File: src/rtl/core/kline_pkg.sv
// Shared types and constants for the K-line frame receiver.
package kline_pkg;

  localparam int APB_AW  = 4;
  localparam int APB_DW  = 32;

  localparam logic [7:0] HOST_ADDR_MASK = 8'h0f;
  localparam logic [7:0] ACK_BIT        = 8'h80;

  // Register indexes on the configuration port
  localparam logic [1:0] REG_EXP_ADDR  = 2'd0;
  localparam logic [1:0] REG_HOST_MODE = 2'd1;
  localparam logic [1:0] REG_EXP_CMD   = 2'd2;
  localparam logic [1:0] REG_SKIP_CNT  = 2'd3;

  typedef enum logic [1:0] {
    ST_OK       = 2'd0,
    ST_REJECTED = 2'd1,
    ST_TIMEOUT  = 2'd2
  } status_t;

  typedef enum logic [2:0] {
    PH_HUNT = 3'd0,
    PH_LEN  = 3'd1,
    PH_CMD  = 3'd2,
    PH_SKIP = 3'd3,
    PH_DATA = 3'd4,
    PH_CHK  = 3'd5
  } phase_t;

  typedef struct packed {
    logic [7:0] data_byte;
    logic       data_valid;
    logic       done_res;
    status_t    status;
    logic [7:0] frame_addr;
    logic [7:0] frame_cmd;
    logic [7:0] data_len;
    logic       checksum_ok;
  } result_t;

endpackage

File: src/rtl/core/kline_frame_receiver_unit.sv
// K-line frame receiver: parses address, length, command, skip, payload and checksum.
//
// Each accepted line byte or timeout event updates the parser state; its result, if any,
// is registered in the output or skid register. A new item can be accepted every cycle:
// the parser state update is one short step, and a two-entry output buffer (output register
// plus skid register) keeps accepting while one result waits. in_stall rises only when both
// entries hold results, so sustained throughput is one item per cycle whenever the result
// side takes one transfer per cycle. Configuration registers are read and written through
// the APB-style port; pready is always high.
module kline_frame_receiver_unit
  import kline_pkg::*;
(
  input  logic              clk,
  input  logic              rst_n,
  // input channel
  input  logic              in_valid,
  output logic              in_stall,
  input  logic [7:0]        in_rx_byte,
  input  logic              in_timeout,
  // result channel
  output logic              out_valid,
  input  logic              out_stall,
  output logic [7:0]        out_data_byte,
  output logic              out_data_valid,
  output logic              out_done_res,
  output logic [1:0]        out_status,
  output logic [7:0]        out_frame_addr,
  output logic [7:0]        out_frame_cmd,
  output logic [7:0]        out_data_len,
  output logic              out_checksum_ok,
  // configuration port
  input  logic              psel,
  input  logic              penable,
  input  logic              pwrite,
  input  logic [APB_AW-1:0] paddr,
  input  logic [APB_DW-1:0] pwdata,
  output logic [APB_DW-1:0] prdata,
  output logic              pready
);

  // configuration registers
  logic [7:0] exp_addr_r;
  logic       host_mode_r;
  logic [7:0] exp_cmd_r;
  logic [7:0] skip_cnt_r;

  logic [1:0] reg_idx;
  logic       cfg_wr;

  assign reg_idx = paddr[3:2];
  assign cfg_wr  = psel && penable && pwrite;
  assign pready  = 1'b1;

  always_ff @(posedge clk) begin
    if (!rst_n) begin
      exp_addr_r  <= '0;
      host_mode_r <= 1'b0;
      exp_cmd_r   <= '0;
      skip_cnt_r  <= '0;
    end else if (cfg_wr) begin
      unique case (reg_idx)
        REG_EXP_ADDR:  exp_addr_r  <= pwdata[7:0];
        REG_HOST_MODE: host_mode_r <= pwdata[0];
        REG_EXP_CMD:   exp_cmd_r   <= pwdata[7:0];
        REG_SKIP_CNT:  skip_cnt_r  <= pwdata[7:0];
        default:       ;
      endcase
    end
  end

  always_comb begin
    unique case (reg_idx)
      REG_EXP_ADDR:  prdata = {{(APB_DW-8){1'b0}}, exp_addr_r};
      REG_HOST_MODE: prdata = {{(APB_DW-1){1'b0}}, host_mode_r};
      REG_EXP_CMD:   prdata = {{(APB_DW-8){1'b0}}, exp_cmd_r};
      REG_SKIP_CNT:  prdata = {{(APB_DW-8){1'b0}}, skip_cnt_r};
      default:       prdata = '0;
    endcase
  end

  // parser state
  phase_t     phase_r,     phase_nxt;
  logic [7:0] xor_r,       xor_nxt;
  logic [7:0] len_r,       len_nxt;
  logic [7:0] addr_r,      addr_nxt;
  logic [7:0] cmd_r,       cmd_nxt;
  logic [7:0] skip_left_r, skip_left_nxt;
  logic [7:0] data_left_r, data_left_nxt;
  logic [7:0] delivered_r, delivered_nxt;

  logic       in_xfer;
  logic [7:0] hunt_cmp;
  logic       cmd_accept;
  logic [9:0] payload_diff;
  logic [7:0] payload_cnt;
  logic [7:0] skip_dec;
  logic [7:0] data_dec;

  assign in_xfer      = in_valid && !in_stall;
  assign hunt_cmp     = host_mode_r ? (in_rx_byte & HOST_ADDR_MASK) : in_rx_byte;
  assign cmd_accept   = host_mode_r || (in_rx_byte == (exp_cmd_r | ACK_BIT));
  assign payload_diff = {2'b00, len_r} - 10'd2 - {2'b00, skip_cnt_r};
  assign payload_cnt  = (payload_diff[9] || payload_diff == 10'd0) ? 8'd0 : payload_diff[7:0];
  assign skip_dec     = skip_left_r - 8'd1;
  assign data_dec     = data_left_r - 8'd1;

  // next state
  always_comb begin
    phase_nxt     = phase_r;
    xor_nxt       = xor_r;
    len_nxt       = len_r;
    addr_nxt      = addr_r;
    cmd_nxt       = cmd_r;
    skip_left_nxt = skip_left_r;
    data_left_nxt = data_left_r;
    delivered_nxt = delivered_r;
    unique case (phase_r)
      PH_HUNT: begin
        if (!in_timeout && hunt_cmp == exp_addr_r) begin
          addr_nxt      = in_rx_byte;
          cmd_nxt       = '0;
          xor_nxt       = in_rx_byte;
          delivered_nxt = '0;
          phase_nxt     = PH_LEN;
        end
      end
      PH_CHK: phase_nxt = PH_HUNT;
      PH_LEN: begin
        if (in_timeout) begin
          phase_nxt = PH_HUNT;
        end else begin
          len_nxt   = in_rx_byte;
          xor_nxt   = xor_r ^ in_rx_byte;
          phase_nxt = PH_CMD;
        end
      end
      PH_CMD: begin
        if (in_timeout) begin
          phase_nxt = PH_HUNT;
        end else begin
          cmd_nxt = in_rx_byte;
          if (!cmd_accept) begin
            phase_nxt = PH_HUNT;
          end else begin
            xor_nxt       = xor_r ^ in_rx_byte;
            data_left_nxt = payload_cnt;
            skip_left_nxt = skip_cnt_r;
            if (skip_cnt_r != 8'd0)       phase_nxt = PH_SKIP;
            else if (payload_cnt != 8'd0) phase_nxt = PH_DATA;
            else                          phase_nxt = PH_CHK;
          end
        end
      end
      PH_SKIP: begin
        if (in_timeout) begin
          phase_nxt = PH_HUNT;
        end else begin
          xor_nxt       = xor_r ^ in_rx_byte;
          skip_left_nxt = skip_dec;
          if (skip_dec == 8'd0) begin
            phase_nxt = (data_left_r != 8'd0) ? PH_DATA : PH_CHK;
          end
        end
      end
      PH_DATA: begin
        if (in_timeout) begin
          phase_nxt = PH_HUNT;
        end else begin
          xor_nxt       = xor_r ^ in_rx_byte;
          delivered_nxt = delivered_r + 8'd1;
          data_left_nxt = data_dec;
          if (data_dec == 8'd0) phase_nxt = PH_CHK;
        end
      end
      default: phase_nxt = PH_HUNT;
    endcase
  end

  // result for this item
  logic    res_vld;
  result_t res;

  always_comb begin
    res_vld         = 1'b0;
    res.data_byte   = '0;
    res.data_valid  = 1'b0;
    res.done_res    = 1'b0;
    res.status      = ST_OK;
    res.frame_addr  = addr_r;
    res.frame_cmd   = cmd_r;
    res.data_len    = '0;
    res.checksum_ok = 1'b0;
    unique case (phase_r)
      PH_HUNT: begin
        res.frame_addr = '0;
        res.frame_cmd  = '0;
        if (in_timeout) begin
          res_vld      = 1'b1;
          res.done_res = 1'b1;
          res.status   = ST_TIMEOUT;
        end
      end
      PH_CHK: begin
        res_vld         = 1'b1;
        res.done_res    = 1'b1;
        res.data_len    = delivered_r;
        res.checksum_ok = !in_timeout && (in_rx_byte == xor_r);
      end
      PH_CMD: begin
        if (in_timeout) begin
          res_vld      = 1'b1;
          res.done_res = 1'b1;
          res.status   = ST_TIMEOUT;
          res.data_len = delivered_r;
        end else if (!cmd_accept) begin
          res_vld       = 1'b1;
          res.done_res  = 1'b1;
          res.status    = ST_REJECTED;
          res.frame_cmd = in_rx_byte;
        end
      end
      PH_DATA: begin
        res_vld = 1'b1;
        if (in_timeout) begin
          res.done_res = 1'b1;
          res.status   = ST_TIMEOUT;
          res.data_len = delivered_r;
        end else begin
          res.data_byte  = in_rx_byte;
          res.data_valid = 1'b1;
        end
      end
      default: begin
        // length and skip bytes report only a timeout
        if (in_timeout) begin
          res_vld      = 1'b1;
          res.done_res = 1'b1;
          res.status   = ST_TIMEOUT;
          res.data_len = delivered_r;
        end
      end
    endcase
  end

  always_ff @(posedge clk) begin
    if (!rst_n) begin
      phase_r     <= PH_HUNT;
      xor_r       <= '0;
      len_r       <= '0;
      addr_r      <= '0;
      cmd_r       <= '0;
      skip_left_r <= '0;
      data_left_r <= '0;
      delivered_r <= '0;
    end else if (in_xfer) begin
      phase_r     <= phase_nxt;
      xor_r       <= xor_nxt;
      len_r       <= len_nxt;
      addr_r      <= addr_nxt;
      cmd_r       <= cmd_nxt;
      skip_left_r <= skip_left_nxt;
      data_left_r <= data_left_nxt;
      delivered_r <= delivered_nxt;
    end
  end

  // output register plus skid entry
  logic    out_vld_r;
  result_t out_r;
  logic    skid_vld_r;
  result_t skid_r;
  logic    new_res;

  assign new_res  = in_xfer && res_vld;
  assign in_stall = skid_vld_r;

  always_ff @(posedge clk) begin
    if (!rst_n) begin
      out_vld_r  <= 1'b0;
      skid_vld_r <= 1'b0;
    end else if (!out_vld_r || !out_stall) begin
      // output slot frees: drain skid first, else take the new result
      if (skid_vld_r) begin
        out_vld_r  <= 1'b1;
        skid_vld_r <= 1'b0;
      end else begin
        out_vld_r <= new_res;
      end
    end else if (new_res) begin
      skid_vld_r <= 1'b1;
    end
  end

  always_ff @(posedge clk) begin
    if (!out_vld_r || !out_stall) begin
      if (skid_vld_r) out_r <= skid_r;
      else if (new_res) out_r <= res;
    end else if (new_res) begin
      skid_r <= res;
    end
  end

  assign out_valid       = out_vld_r;
  assign out_data_byte   = out_r.data_byte;
  assign out_data_valid  = out_r.data_valid;
  assign out_done_res    = out_r.done_res;
  assign out_status      = out_r.status;
  assign out_frame_addr  = out_r.frame_addr;
  assign out_frame_cmd   = out_r.frame_cmd;
  assign out_data_len    = out_r.data_len;
  assign out_checksum_ok = out_r.checksum_ok;

endmodule

File: config.mk
export PLATFORM = sky130hd
export DESIGN_NAME = kline_frame_receiver_unit
export DESIGN_NICKNAME = d
export VERILOG_FILES = /design/src/rtl/core/kline_pkg.sv /design/src/rtl/core/kline_frame_receiver_unit.sv
export SDC_FILE = /design/constraint.sdc
export NUM_CORES = 1
export LEC_CHECK = 0
export BUFFER_PORTS_ARGS = -buffer_cell sky130_fd_sc_hd__buf_2
export CAP_MARGIN = 30
export CORE_AREA = 2 2 164 166
export CTS_CLUSTER_DIAMETER = 30
export CTS_CLUSTER_SIZE = 10
export DETAILED_ROUTE_END_ITERATION = 7
export DIE_AREA = 0 0 166 168
export GPL_ROUTABILITY_DRIVEN = 0
export GPL_TIMING_DRIVEN = 0
export SYNTH_ARGS = -nofsm -noshare
export SYNTH_HDL_FRONTEND = slang
export SYNTH_SLANG_ARGS = --single-unit
export TNS_END_PERCENT = 50
File: constraint.sdc
create_clock -name clk -period 13.23 [get_ports clk]
set_clock_uncertainty 0.2 [all_clocks]
set_input_delay 2.646 -clock clk [delete_from_list [all_inputs] [get_ports clk]]
set_output_delay 2.646 -clock clk [all_outputs]
set_load 0.02 [all_outputs]
==> results.tsv, run 1 <==
metric	value	unit
outcome	completed	
syn avg cell area	10.1	um2
Fillers	2612	
Detail Route Antenna Nets	0	
final core utilization	0.370	
Max Root-Sink Buffers	2	
FF+latch count, synth	160	
Initial Util	0.312	
Die Ht	168	um
f_max	145	MHz
ys flop type	dfxtp_1	
Inserted Clock Buffers	17	
CTS tree	yes	
crit-path max cell delay	0.56	ns
grt ovf	0	
mapped cell area	8220	um2
Worst Path Buf+Inv	3	
element type at the critical path end	primary output	
port bufs	72	
CTS sink cnt	160	
post-synthesis sequential area ratio	0.480	
share of cells above drive strength 1	0.203	
crit path cell chain	buf_2 -> clkbuf_1 -> mux2i_1 -> o22ai_1 -> buf_2	
largest net degree at the start of global routing	31	
initial antenna violation count	0	
Worst slew margin	0.421	
leading area contributor after synthesis	edfxtp_1	
Unique masters post-synth	64	
DRC viols	0	
Worst Setup Slack, final	6.34	ns
area grow syn2layout	18.6	%
Worst path top cell family by delay	buffers and inverters	
multi-input logic area	3900	um2
commonest non-fill, non-tap cell in the layout	nor2_1	
Clk Latency, worst-skew pair	0.44	ns
RSZ-0062 raised after global routing	false	
Arr. time, crit path	4.04	ns
vias per cell	4.95	
Hold-fix buffers, CTS	0	
final setup TNS	0	ns
Final min period	6.89	ns
pins over their slew limit	0	
core area	26400	um2
Pwr Density	112	nW/um2
Ys Warns	0	
worst slew pin tran	0.865	ns
Setup WS pre-CTS	6.37	ns
Pre-antenna DRT Iters	7	
final count of hold timing violations	0	
period utilisation layout	0.521	
Die W	166	um
Peak supply drop	0.0625	mV
Finish-stage setup viols	0	
Worst Path Required	10.38	ns
final net count	1001	
total die area	27900	um2
CTS H-Tree Depth	4	
crit path kind	input pin to primary output	
Synth async-reset ratio	0	
global-route wire length before repair	33.5	mm
crit-path max FO	10	
ant diodes	0	
wire per inst	15.9	um
Synth Instances	816	
EDFF count, synth	74	
clock-pin slew on the worst setup and hold paths	0.07	ns
highest-count cells in the layout ignoring fill and taps	100 x nor2_1, 86 x dfxtp_1, 83 x buf_2	
Overall Global Routing Usage	0.151	
DR iter-0 viols	462	
cell mode on critical path	buf_2	
Post-DP HPWL	15.1	mm
HP Class	register to register	
Yosys top cell area share	0.270	
# resized after CTS	0	
row count	60	
Routed Wire Length	20.5	mm
vias in the first global route	6185	
Root Buffer Master	clkbuf_16	
FF+latch area	3940	um2
Pleak	3.71	nW
CP Launch Type	input pin	
post-CTS setup repair buffer count	0	
CP max stage cell	clkbuf_1	
IO Count	124	
top post-synthesis cells by area	edfxtp_1 27%, dfxtp_1 21%, mux2i_1 6.0%	
vias	6376	
max cap viols	0	
## worst paths after layout
kind | from | slack [ns] | depth (start not counted) | to
worst max-delay path | paddr[3] | 6.34 | 5 | prdata[2]
worst min-delay path | data_left_r[7] | 0.29 | 2 | data_left_r[7]
worst max register to register | len_r[1] | 10.04 | 10 | data_left_r[3]
worst min register to register | data_left_r[7] | 0.29 | 2 | data_left_r[7]
## Yosys cell counts (10+ instances only)
cell type and instances:
buf_2 11, ha_1 14, nand3_1 21, xor2_1 18
a21oi_1 38, nor3_1 12, clkbuf_1 30, mux2i_1 49
inv_1 23, nand2_1 43, and2_1 28, a22o_1 14
edfxtp_1 74, dfxtp_1 86, nand4b_1 10, nor2_1 100
buf_4 26, xnor2_1 20, o21ai_0 33, mux2_2 35
a31oi_1 14
## layout make-up
cell class              instances  area share
well taps                     341      0.0438
clock inverters                13      0.0158
flip-flops and latches        160       0.405
clock buffers                  19      0.0444
multi-input cells             585       0.401
inverters                      23     0.00886
plain buffers                  71      0.0395
repair buffers                 76      0.0425
## worst register-to-register path, cell delays in order, from the launching register on
cell and delay [ns]:
dfxtp_1 0.34, nor3_1 0.30, nor3b_1 0.26, xor2_1 0.19, ha_1 0.31, a211o_1 0.30, or4_1 0.49, nand3_1 0.27
nor4_1 0.10, o21ai_0 0.20, a21oi_1 0.08
## cell families (layout without fill, tap and decap cells)
family                     Yosys count  in the layout  synth area share
and+or+nand+nor                    277            277             0.172
muxes                               85             85             0.110
adders and majority gates           15             15            0.0238
buffers and inverters               94            202            0.0574
DFF                                160            160             0.480
xor gates and xnor gates            38             38            0.0405
AOI/OAI and AO/OA                  145            145             0.115
other                                2             25          0.000914
## flip-flops by register name, indices dropped and copies added (netlist names)
register / flops
out_data_byte: 8
data_left_r: 8
phase_r: 3
out_data_len: 8
out_valid: 1
out_done_res: 1
out_data_valid: 1
xor_r: 8
in_stall: 1
skid_r: 37
exp_addr_r: 8
out_frame_cmd: 8
delivered_r: 8
out_frame_addr: 8
cmd_r: 8
exp_cmd_r: 8
host_mode_r: 1
len_r: 8
skip_left_r: 8
skip_cnt_r: 8
out_status: 2
out_checksum_ok: 1
addr_r: 8
## where the power goes
group | internal [W] | switching, W
clock network | 0.000282 | 0.000214
registers | 0.000521 | 0.00000260
logic | 0.0000239 | 0.0000463
## metrics by stage
step | instance area, um2 | std cells | hold WS (ns) | power, W
3_5_place_dp | 9160 | 1256 | 0.272 | 0.000605
5_1_grt | 9750 | 1288 | 0.314 | 0.00113
3_3_place_gp | 9090 | 1252 | 0.263 | 0.000604
2_1_floorplan | 8300 | 839 | 0.249 | 0.000581
6_report | 9750 | 1288 | 0.286 | 0.00109
4_1_cts | 9750 | 1288 | 0.285 | 0.00110
## layer usage
metal | up-vias | track usage | wire [um]
met1 | 3043 | 0.204 | 9720
met5 | - | 0 | 0
met4 | 0 | 0.0488 | 321
met2 | 181 | 0.244 | 9440
li1 | 3133 | - | -
met3 | 19 | 0.0324 | 1020
Power figures use the tool's default switching activity.
==> run 2, diff against run 1 <==
--- a/config.mk
+++ b/config.mk
@@ -5,13 +5,14 @@
 export SDC_FILE = /design/constraint.sdc
 export NUM_CORES = 1
 export LEC_CHECK = 0
+export ABC_AREA = 1
 export BUFFER_PORTS_ARGS = -buffer_cell sky130_fd_sc_hd__buf_2
 export CAP_MARGIN = 30
-export CORE_AREA = 2 2 164 166
+export CORE_AREA = 2 2 165 167
 export CTS_CLUSTER_DIAMETER = 30
 export CTS_CLUSTER_SIZE = 10
 export DETAILED_ROUTE_END_ITERATION = 7
-export DIE_AREA = 0 0 166 168
+export DIE_AREA = 0 0 167 169
 export GPL_ROUTABILITY_DRIVEN = 0
 export GPL_TIMING_DRIVEN = 0
 export SYNTH_ARGS = -nofsm -noshare
==> constraint.sdc (replaced) <==
create_clock -name clk -period 6.2 [get_ports clk]
set_clock_uncertainty 0.2 [all_clocks]
set_input_delay 1.24 -clock clk [delete_from_list [all_inputs] [get_ports clk]]
set_output_delay 1.24 -clock clk [all_outputs]
set_load 0.02 [all_outputs]
==> results.tsv, run 2 <==
metric	value	unit
EDFF count, synth	74	
max reg flops	37	
Initial Util	0.314	
wire per inst	14.0	um
mapped cell area	8330	um2
initial antenna violation count	0	
ant diodes	0	
crit-path max FO	8	
Inserted Clock Buffers	17	
syn avg cell area	7.70	um2
Synth top cells by count	291 x nand2_1, 122 x nor2_1, 106 x inv_1, 86 x dfxtp_1, 83 x o21ai_0	
port bufs	71	
Routed Wire Length	21.7	mm
Pwr Density	244	nW/um2
clock-pin slew on the worst setup and hold paths	0.06	ns
pins over their slew limit	0	
RSZ-0062 raised after global routing	false	
share of cells above drive strength 1	0.143	
Synth async-reset ratio	0	
Detail Route Antenna Nets	0	
largest net degree at the start of global routing	27	
Die W	167	um
Clk Latency, worst-skew pair	0.44	ns
Die Ht	169	um
Worst Hold Launch	cmd_r[5]	
element type at the critical path end	primary output	
DR iter-0 viols	489	
reg2reg end	data_left_r[0]	
top-count cell post-synth	nand2_1	
WHS Endpoint	cmd_r[5]	
Peak supply drop	0.146	mV
Pre-antenna DRT Iters	5	
Worst Path Required	4.76	ns
hold depth	2	
outcome	completed	
max cap viols	0	
Final min period	3.89	ns
Worst slew margin	0.519	
vias per cell	4.67	
row count	60	
top post-synthesis cells by area	edfxtp_1 27%, dfxtp_1 21%, nand2_1 13%	
Overall Global Routing Usage	0.152	
reg2reg start	len_r[1]	
total die area	28200	um2
Arr. time, crit path	2.45	ns
vias	7248	
core area	26500	um2
leading area contributor after synthesis	edfxtp_1	
worst slew pin tran	0.722	ns
Worst Setup Slack, final	2.31	ns
period utilisation layout	0.627	
HP Class	register to register	
crit-path max cell delay	0.47	ns
Synth Instances	1082	
Hold-fix buffers, CTS	0	
Post-DP HPWL	16.3	mm
CTS tree	yes	
crit path cell chain	buf_2 -> inv_1 -> nor2_1 -> nand2_1 -> o21ai_0 -> a31oi_1 -> o21ai_0 -> buf_2	
post-synthesis sequential area ratio	0.474	
Fillers	2771	
Pleak	4.15	nW
Unique masters post-synth	40	
R2R depth	14	
final count of hold timing violations	0	
final setup TNS	0	ns
Most flops, register	skid_r	
register-to-register setup slack	3.26	ns
vias in the first global route	6625	
commonest non-fill, non-tap cell in the layout	nand2_1	
IO Count	124	
post-CTS setup repair buffer count	0	
ys flop type	dfxtp_1	
DRC viols	0	
Max Root-Sink Buffers	2	
CTS sink cnt	160	
highest-count cells in the layout ignoring fill and taps	291 x nand2_1, 121 x nor2_1, 106 x inv_1	
Yosys top cell area share	0.267	
Finish-stage setup viols	0	
FF+latch count, synth	160	
Root Buffer Master	clkbuf_16	
global-route wire length before repair	34.1	mm
grt ovf	0	
Ys Warns	0	
# resized after CTS	0	
final net count	1264	
Setup WS pre-CTS	2.31	ns
CP max stage cell	nor2_1	
f_max	257	MHz
CP Launch Type	input pin	
area grow syn2layout	18.7	%
CTS H-Tree Depth	4	
crit path kind	input pin to primary output	
[run 2: metal layers]
| layer | vias to the layer above | share of wire | track usage |
|---|---|---|---|
| met3 | 20 | 0.051 | 0.0334 |
| met2 | 160 | 0.45 | 0.245 |
| met4 | 0 | 0.011 | 0.0416 |
| met5 | - | 0 | 0 |
| li1 | 3728 | - | - |
| met1 | 3340 | 0.48 | 0.207 |
[run 2: layout make-up]
type,count,area [um2],share of cell area
plain buffers,56,324,0.0328
clock buffers,18,429,0.0434
clock inverters,14,194,0.0196
inverters,120,450,0.0456
multi-input cells,769,3710,0.376
flip-flops and latches,160,3940,0.399
well taps,341,427,0.0432
repair buffers,73,403,0.0408
[run 2: kinds of logic after synthesis]
kind of cell | synth area share
and+or+nand+nor | 0.270
buffers and inverters | 0.0930
DFF | 0.474
xor gates and xnor gates | 0.0221
adders and majority gates | 0.0234
AOI/OAI and AO/OA | 0.117
other | 0.000902
[run 2: worst max-delay path: cells and delay by family]
| kind | cells | cell delay (ns) |
|---|---|---|
| AO/OA/AOI/OAI | 3 | 0.27 |
| buffers and inverters | 3 | 0.36 |
| AND/OR/NAND/NOR | 2 | 0.57 |
[run 2: stage by stage]
stage / utilization / power, W / instance area, um2 / std cells / hold slack [ns]
2_1_floorplan: - / 0.00125 / 8410 / 1105 / 0.239
3_3_place_gp: 0.347 / 0.00130 / 9200 / 1517 / 0.249
3_5_place_dp: 0.350 / 0.00131 / 9260 / 1519 / 0.254
4_1_cts: 0.373 / 0.00242 / 9890 / 1551 / 0.263
5_1_grt: 0.373 / 0.00249 / 9890 / 1551 / 0.281
6_report: 0.373 / 0.00241 / 9890 / 1551 / 0.264
[run 2: how the worst max path moves through the flow]
stage,startpoint,to,slack (ns),cells past startpoint
after floorplan,in_rx_byte[4],out_checksum_ok,0.71,12
after global placement,in_rx_byte[4],out_data_byte[4],-0.79,12
after detailed placement,in_rx_byte[4],out_data_byte[4],2.31,13
after CTS,paddr[3],prdata[0],2.32,8
after global routing,paddr[3],prdata[0],2.20,8
final,paddr[3],prdata[0],2.31,8
[run 2: where the power goes]
| group | leakage (nW) | internal [W] | total, W | switching (W) |
|---|---|---|---|---|
| Combinational | 2.45 | 0.0000485 | 0.000164 | 0.000115 |
| Sequential | 1.40 | 0.00112 | 0.00112 | 0.00000522 |
| Clock | 0.303 | 0.000649 | 0.00113 | 0.000477 |
